--- src/design/conv3_fifo.sv ---
module conv3_fifo #(
    parameter int WIDTH = 29,
    parameter int DEPTH = 8
) (
    input  logic                       clk,
    input  logic                       rst_n,
    input  logic                       push,
    input  logic [WIDTH-1:0]           push_data,
    input  logic                       pop,
    output logic [WIDTH-1:0]           head_data,
    output logic                       not_empty,
    output logic [$clog2(DEPTH+1)-1:0] count
);

    localparam int PTR_W = $clog2(DEPTH);
    localparam int CNT_W = $clog2(DEPTH + 1);

    logic [WIDTH-1:0] mem [DEPTH];
    logic [PTR_W-1:0] wr_ptr_reg;
    logic [PTR_W-1:0] wr_ptr_next;
    logic [PTR_W-1:0] rd_ptr_reg;
    logic [PTR_W-1:0] rd_ptr_next;
    logic [CNT_W-1:0] count_reg;
    logic [CNT_W-1:0] count_next;
    logic             do_pop;

    assign do_pop    = pop && (count_reg != '0);
    assign head_data = mem[rd_ptr_reg];
    assign not_empty = (count_reg != '0);
    assign count     = count_reg;

    always_comb
    begin
        wr_ptr_next = wr_ptr_reg;
        rd_ptr_next = rd_ptr_reg;
        count_next  = count_reg;
        if (push)
        begin
            wr_ptr_next = (wr_ptr_reg == PTR_W'(DEPTH - 1)) ? '0 : wr_ptr_reg + 1'b1;
        end
        if (do_pop)
        begin
            rd_ptr_next = (rd_ptr_reg == PTR_W'(DEPTH - 1)) ? '0 : rd_ptr_reg + 1'b1;
        end
        if (push && !do_pop)
        begin
            count_next = count_reg + 1'b1;
        end
        else if (do_pop && !push)
        begin
            count_next = count_reg - 1'b1;
        end
    end

    always_ff @(posedge clk or negedge rst_n)
    begin
        if (!rst_n)
        begin
            wr_ptr_reg <= '0;
            rd_ptr_reg <= '0;
            count_reg  <= '0;
        end
        else
        begin
            wr_ptr_reg <= wr_ptr_next;
            rd_ptr_reg <= rd_ptr_next;
            count_reg  <= count_next;
        end
    end

    always_ff @(posedge clk)
    begin
        if (push)
        begin
            mem[wr_ptr_reg] <= push_data;
        end
    end

endmodule

--- config.mk ---
export PLATFORM = sky130hd
export DESIGN_NAME = conv3_fifo
export DESIGN_NICKNAME = d
export VERILOG_FILES = /design/src/design/conv3_fifo.sv
export SDC_FILE = /design/constraint.sdc
export NUM_CORES = 1
export LEC_CHECK = 0
export BUFFER_PORTS_ARGS = -buffer_cell sky130_fd_sc_hd__buf_2
export CORE_MARGIN = 2
export CORE_UTILIZATION = 41
export DETAILED_ROUTE_END_ITERATION = 10
export PLACE_DENSITY = 0.64
export RECOVER_POWER = 100
export SLEW_MARGIN = 20
export SYNTH_ARGS = -nofsm -noshare
export SYNTH_HDL_FRONTEND = slang
export SYNTH_SLANG_ARGS = --single-unit
--- constraint.sdc ---
create_clock -name clk -period 3.3 [get_ports clk]
set_input_delay 0.66 -clock clk [delete_from_list [all_inputs] [get_ports clk]]
set_output_delay 0.66 -clock clk [all_outputs]
set_load 0.01 [all_outputs]
==> metrics.txt <==
# TYPE chip_impl_metric gauge
chip_impl_info{name="worst-setup-path-type",value="reg2out"} 1
chip_impl_info{name="failing_checks",value="max-capacitance violations, max-slew violations"} 1
chip_impl_metric{name="timing.clock.skew",unit="ps"} 6.73
chip_impl_metric{name="synth_largest_type_area_fraction",unit=""} 0.727
chip_impl_metric{name="numPortBuffers",unit=""} 66
chip_impl_metric{name="clk_latency",unit="ps"} 500
chip_impl_metric{name="std_cell_rows",unit=""} 55
chip_impl_metric{name="cts_max_path_buffers",unit=""} 3
chip_impl_metric{name="max-slew-margin-rel",unit=""} -0.0511
chip_impl_metric{name="syn_area",unit="mm2"} 0.00958
chip_impl_metric{name="irDropWorstVdd",unit="mV"} 0.659
chip_impl_metric{name="setup_viol_count_final",unit=""} 0
chip_impl_info{name="synth_largest_area_cell",value="sky130_fd_sc_hd__edfxtp_1"} 1
chip_impl_metric{name="die_width",unit="um"} 157
chip_impl_info{name="cts_tree",value="built"} 1
chip_impl_metric{name="reg2regPathDepth",unit=""} 3
chip_impl_metric{name="first_drt_iteration_drcs",unit=""} 264
chip_impl_metric{name="ys_ff_latch",unit=""} 242
chip_impl_metric{name="post_dp_cell_area",unit="mm2"} 0.0105
chip_impl_metric{name="die_ar",unit="mm2"} 0.0246
chip_impl_metric{name="cts-buffers-inserted",unit=""} 25
chip_impl_info{name="crit_chain",value="buf_12 > mux4_1 > mux2_1 > buf_2"} 1
chip_impl_metric{name="groute.usage.overall",unit=""} 0.147
chip_impl_metric{name="wl",unit="um"} 17700
chip_impl_metric{name="setup_tns",unit="ps"} 0
chip_impl_metric{name="core_region_area",unit="mm2"} 0.0228
chip_impl_metric{name="required",unit="ps"} 2640
chip_impl_info{name="yosys-top-cells-area",value="sky130_fd_sc_hd__edfxtp_1 (73%), sky130_fd_sc_hd__mux4_1 (14%), sky130_fd_sc_hd__mux2_2 (3.9%)"} 1
chip_impl_metric{name="synthesis.yosys.warnings",unit=""} 0
chip_impl_metric{name="grt_pass1_vias",unit=""} 4506
chip_impl_metric{name="postLayoutCellArea",unit="mm2"} 0.0110
chip_impl_metric{name="routed_wire_length_per_instance",unit="um"} 21.5
chip_impl_metric{name="place_congestion",unit=""} 0.698
chip_impl_metric{name="synthesis.instances",unit=""} 401
chip_impl_metric{name="cts.clk_slew.worst_paths",unit="ps"} 60
chip_impl_metric{name="powerDensity",unit="mW/mm2"} 846
chip_impl_metric{name="cts.sink_count",unit=""} 242
chip_impl_metric{name="nNetsFinal",unit=""} 534
chip_impl_metric{name="largest_reg_flops",unit=""} 232
chip_impl_metric{name="hold_viol_final",unit=""} 0
chip_impl_metric{name="total_leakage_power",unit="nW"} 3.60
chip_impl_metric{name="ctsHtreeMaxLevel",unit=""} 1
chip_impl_metric{name="fill_cells",unit=""} 1862
chip_impl_metric{name="drt-vias-per-instance",unit=""} 5.19
chip_impl_metric{name="postCtsSetupBuffers",unit=""} 0
chip_impl_info{name="cts_root_buffer",value="sky130_fd_sc_hd__clkbuf_16"} 1
chip_impl_metric{name="die_height",unit="um"} 157
chip_impl_metric{name="initial_core_util",unit=""} 0.421
chip_impl_metric{name="post_layout_min_period",unit="ps"} 3160
chip_impl_metric{name="finalCritPeriodShare",unit=""} 0.956
chip_impl_metric{name="ctsHoldBuffers",unit=""} 0
chip_impl_metric{name="critPathMaxStageDelay",unit="ps"} 650
chip_impl_metric{name="avgSynthCellArea",unit="um2"} 23.9
chip_impl_metric{name="detailedPlacementHpwl",unit="um"} 10200
chip_impl_info{name="end_kind",value="primary output"} 1
chip_impl_metric{name="antenna_left",unit=""} 0
chip_impl_metric{name="route.vias.total",unit=""} 4282
chip_impl_metric{name="area_used_by_multi_input_combinational_logic",unit="mm2"} 0.00222
chip_impl_metric{name="crit_fanout",unit=""} 22
chip_impl_metric{name="area_delta_synth_final",unit="%"} 14.6
chip_impl_metric{name="timing_max_transition_violations_final",unit=""} 76
chip_impl_metric{name="worstPathArrival",unit="ps"} 2500
chip_impl_metric{name="wire_length_of_the_first_global_routing_pass",unit="um"} 26800
chip_impl_info{name="worstSetupStartpointType",value="flop"} 1
chip_impl_metric{name="maxCapViolations",unit=""} 5
chip_impl_metric{name="drc",unit=""} 0
chip_impl_metric{name="synth_cell_type_count",unit=""} 28
chip_impl_metric{name="syn_nets",unit=""} 442
chip_impl_info{name="hold_class",value="in2async"} 1
chip_impl_metric{name="drt_pre_antenna_iters",unit=""} 4
chip_impl_metric{name="register_area_share_after_synthesis",unit=""} 0.753
chip_impl_metric{name="number_of_i_o_pins",unit=""} 67
chip_impl_metric{name="grt_overflow",unit=""} 0
chip_impl_metric{name="postCtsResizedCells",unit=""} 0
chip_impl_metric{name="achievable-frequency",unit="GHz"} 0.317
chip_impl_metric{name="worst_pin_slew",unit="ps"} 1570
chip_impl_metric{name="ff_latch_area",unit="mm2"} 0.00722
chip_impl_metric{name="initial_antenna_violation_count",unit=""} 0
chip_impl_info{name="worst_path_max_delay_cell",value="sky130_fd_sc_hd__dfrtp_4"} 1
chip_impl_info{name="run_status",value="finished with violations"} 1
chip_impl_metric{name="maximum_number_of_pins_on_one_net_before_global_route_repair",unit=""} 33
chip_impl_info{name="setup_repair_after_global_routing_missed_its_margin",value="false"} 1
chip_impl_metric{name="layout-drive-gt1-share",unit=""} 0.176
## worst max-delay path, delay by kind of cell, from the launching register on
| family | cells | cell delay, ps |
|---|---|---|
| buf+inv | 2 | 410 |
| mux | 2 | 920 |
| flops | 1 | 650 |
## cells in the final DEF, fill, tap and decap left out, types with 2 or more instances in the layout
cell                        synthesis  layout
sky130_fd_sc_hd__nand3_1            2       2
sky130_fd_sc_hd__edfxtp_1         232     232
sky130_fd_sc_hd__clkbuf_16          0      25
sky130_fd_sc_hd__clkinv_2           0       4
sky130_fd_sc_hd__nand2_1            6       6
sky130_fd_sc_hd__o21ai_0            3       3
sky130_fd_sc_hd__mux2_2            33      25
sky130_fd_sc_hd__nor2_1             7       7
sky130_fd_sc_hd__clkinv_1           0       7
sky130_fd_sc_hd__clkbuf_2           0       5
sky130_fd_sc_hd__a21oi_1            2       2
sky130_fd_sc_hd__nor3_1             4       4
sky130_fd_sc_hd__inv_1              2       2
sky130_fd_sc_hd__mux4_2             7       7
sky130_fd_sc_hd__dfrtp_1           10       7
sky130_fd_sc_hd__dfrtp_2            0       2
sky130_fd_sc_hd__o211ai_1           2       2
sky130_fd_sc_hd__nand2b_1           3       3
sky130_fd_sc_hd__clkbuf_1           9      67
sky130_fd_sc_hd__or4_1              2       2
sky130_fd_sc_hd__mux2_1             0       8
sky130_fd_sc_hd__xnor2_1            2       2
sky130_fd_sc_hd__buf_12             0       3
sky130_fd_sc_hd__ha_1               7       7
sky130_fd_sc_hd__nand3b_1           2       2
sky130_fd_sc_hd__buf_4              0       3
sky130_fd_sc_hd__buf_2              2      12
sky130_fd_sc_hd__mux4_1            51      51
## cell usage after synthesis
cell type,number
sky130_fd_sc_hd__dfrtp_1,10
sky130_fd_sc_hd__mux4_1,51
sky130_fd_sc_hd__nand2_1,6
sky130_fd_sc_hd__fa_1,1
sky130_fd_sc_hd__o21ai_0,3
sky130_fd_sc_hd__buf_8,2
sky130_fd_sc_hd__ha_1,7
sky130_fd_sc_hd__clkbuf_1,9
sky130_fd_sc_hd__edfxtp_1,232
sky130_fd_sc_hd__buf_2,2
sky130_fd_sc_hd__mux2i_1,1
sky130_fd_sc_hd__a2111o_1,1
sky130_fd_sc_hd__nand2b_1,3
sky130_fd_sc_hd__a21oi_1,2
sky130_fd_sc_hd__o41ai_4,1
sky130_fd_sc_hd__buf_6,5
sky130_fd_sc_hd__xnor2_1,2
sky130_fd_sc_hd__o211ai_1,2
sky130_fd_sc_hd__inv_1,2
sky130_fd_sc_hd__a21o_1,1
sky130_fd_sc_hd__nor2_1,7
sky130_fd_sc_hd__or3_1,1
sky130_fd_sc_hd__nand3b_1,2
sky130_fd_sc_hd__mux4_2,7
sky130_fd_sc_hd__mux2_2,33
sky130_fd_sc_hd__or4_1,2
sky130_fd_sc_hd__nand3_1,2
sky130_fd_sc_hd__nor3_1,4
## cell families (layout without fill, tap and decap cells)
group / count (synthesis) / count (layout) / synth area share
fa+ha+maj: 8 / 8 / 0.0112
simple gates: 27 / 27 / 0.0140
compound gates: 10 / 10 / 0.00901
mux: 92 / 92 / 0.196
flops: 242 / 242 / 0.753
buf+inv: 20 / 130 / 0.0144
other cells: 0 / 1 / 0
xor+xnor: 2 / 2 / 0.00183
## path summary, 6_finish.rpt
kind                                     from             to  slack, ps
worst min register to register  wr_ptr_reg[2]  wr_ptr_reg[2]        600
worst min-delay path                    rst_n       count[0]        130
min in group clk                         push  wr_ptr_reg[1]        470
worst max-delay path            rd_ptr_reg[0]  head_data[12]        140
worst max register to register  wr_ptr_reg[0]      mem[6][2]        400
max in group asynchronous               rst_n  rd_ptr_reg[0]       2720
## metal layers
metal	up-vias	GRT usage	wire length, um
met5	-	0	0
met3	28	0.0224	890
li1	1928	-	-
met2	105	0.245	8500
met4	0	0.0384	418
met1	2221	0.204	7890
## stage by stage
stage | util | total power (W) | hold slack (ps) | setup WS (ps) | instances
2_1_floorplan | - | 0.00602 | 364 | 89.6 | 401
3_3_place_gp | 0.459 | 0.00697 | 540 | 648 | 779
3_5_place_dp | 0.459 | 0.00704 | 545 | 592 | 779
4_1_cts | 0.492 | 0.00961 | 7.18 | 144 | 824
5_1_grt | 0.482 | 0.00979 | 168 | 52.2 | 824
6_report | 0.482 | 0.00928 | 134 | 144 | 825
## power by group
| group | internal, W | switching [W] |
|---|---|---|
| Sequential | 0.00388 | 0.000273 |
| Combinational | 0.00127 | 0.00132 |
| Clock | 0.00147 | 0.00107 |
## cell type report
type	count	area share
flip-flops and latches	242	0.658
repair buffers	83	0.0358
diodes	1	0.000228
clock inverters	13	0.00775
multi-input cells	139	0.203
inverters	2	0.000684
clock buffers	32	0.0594
well taps	313	0.0357
Note: power is estimated with default switching activity, not from simulation.
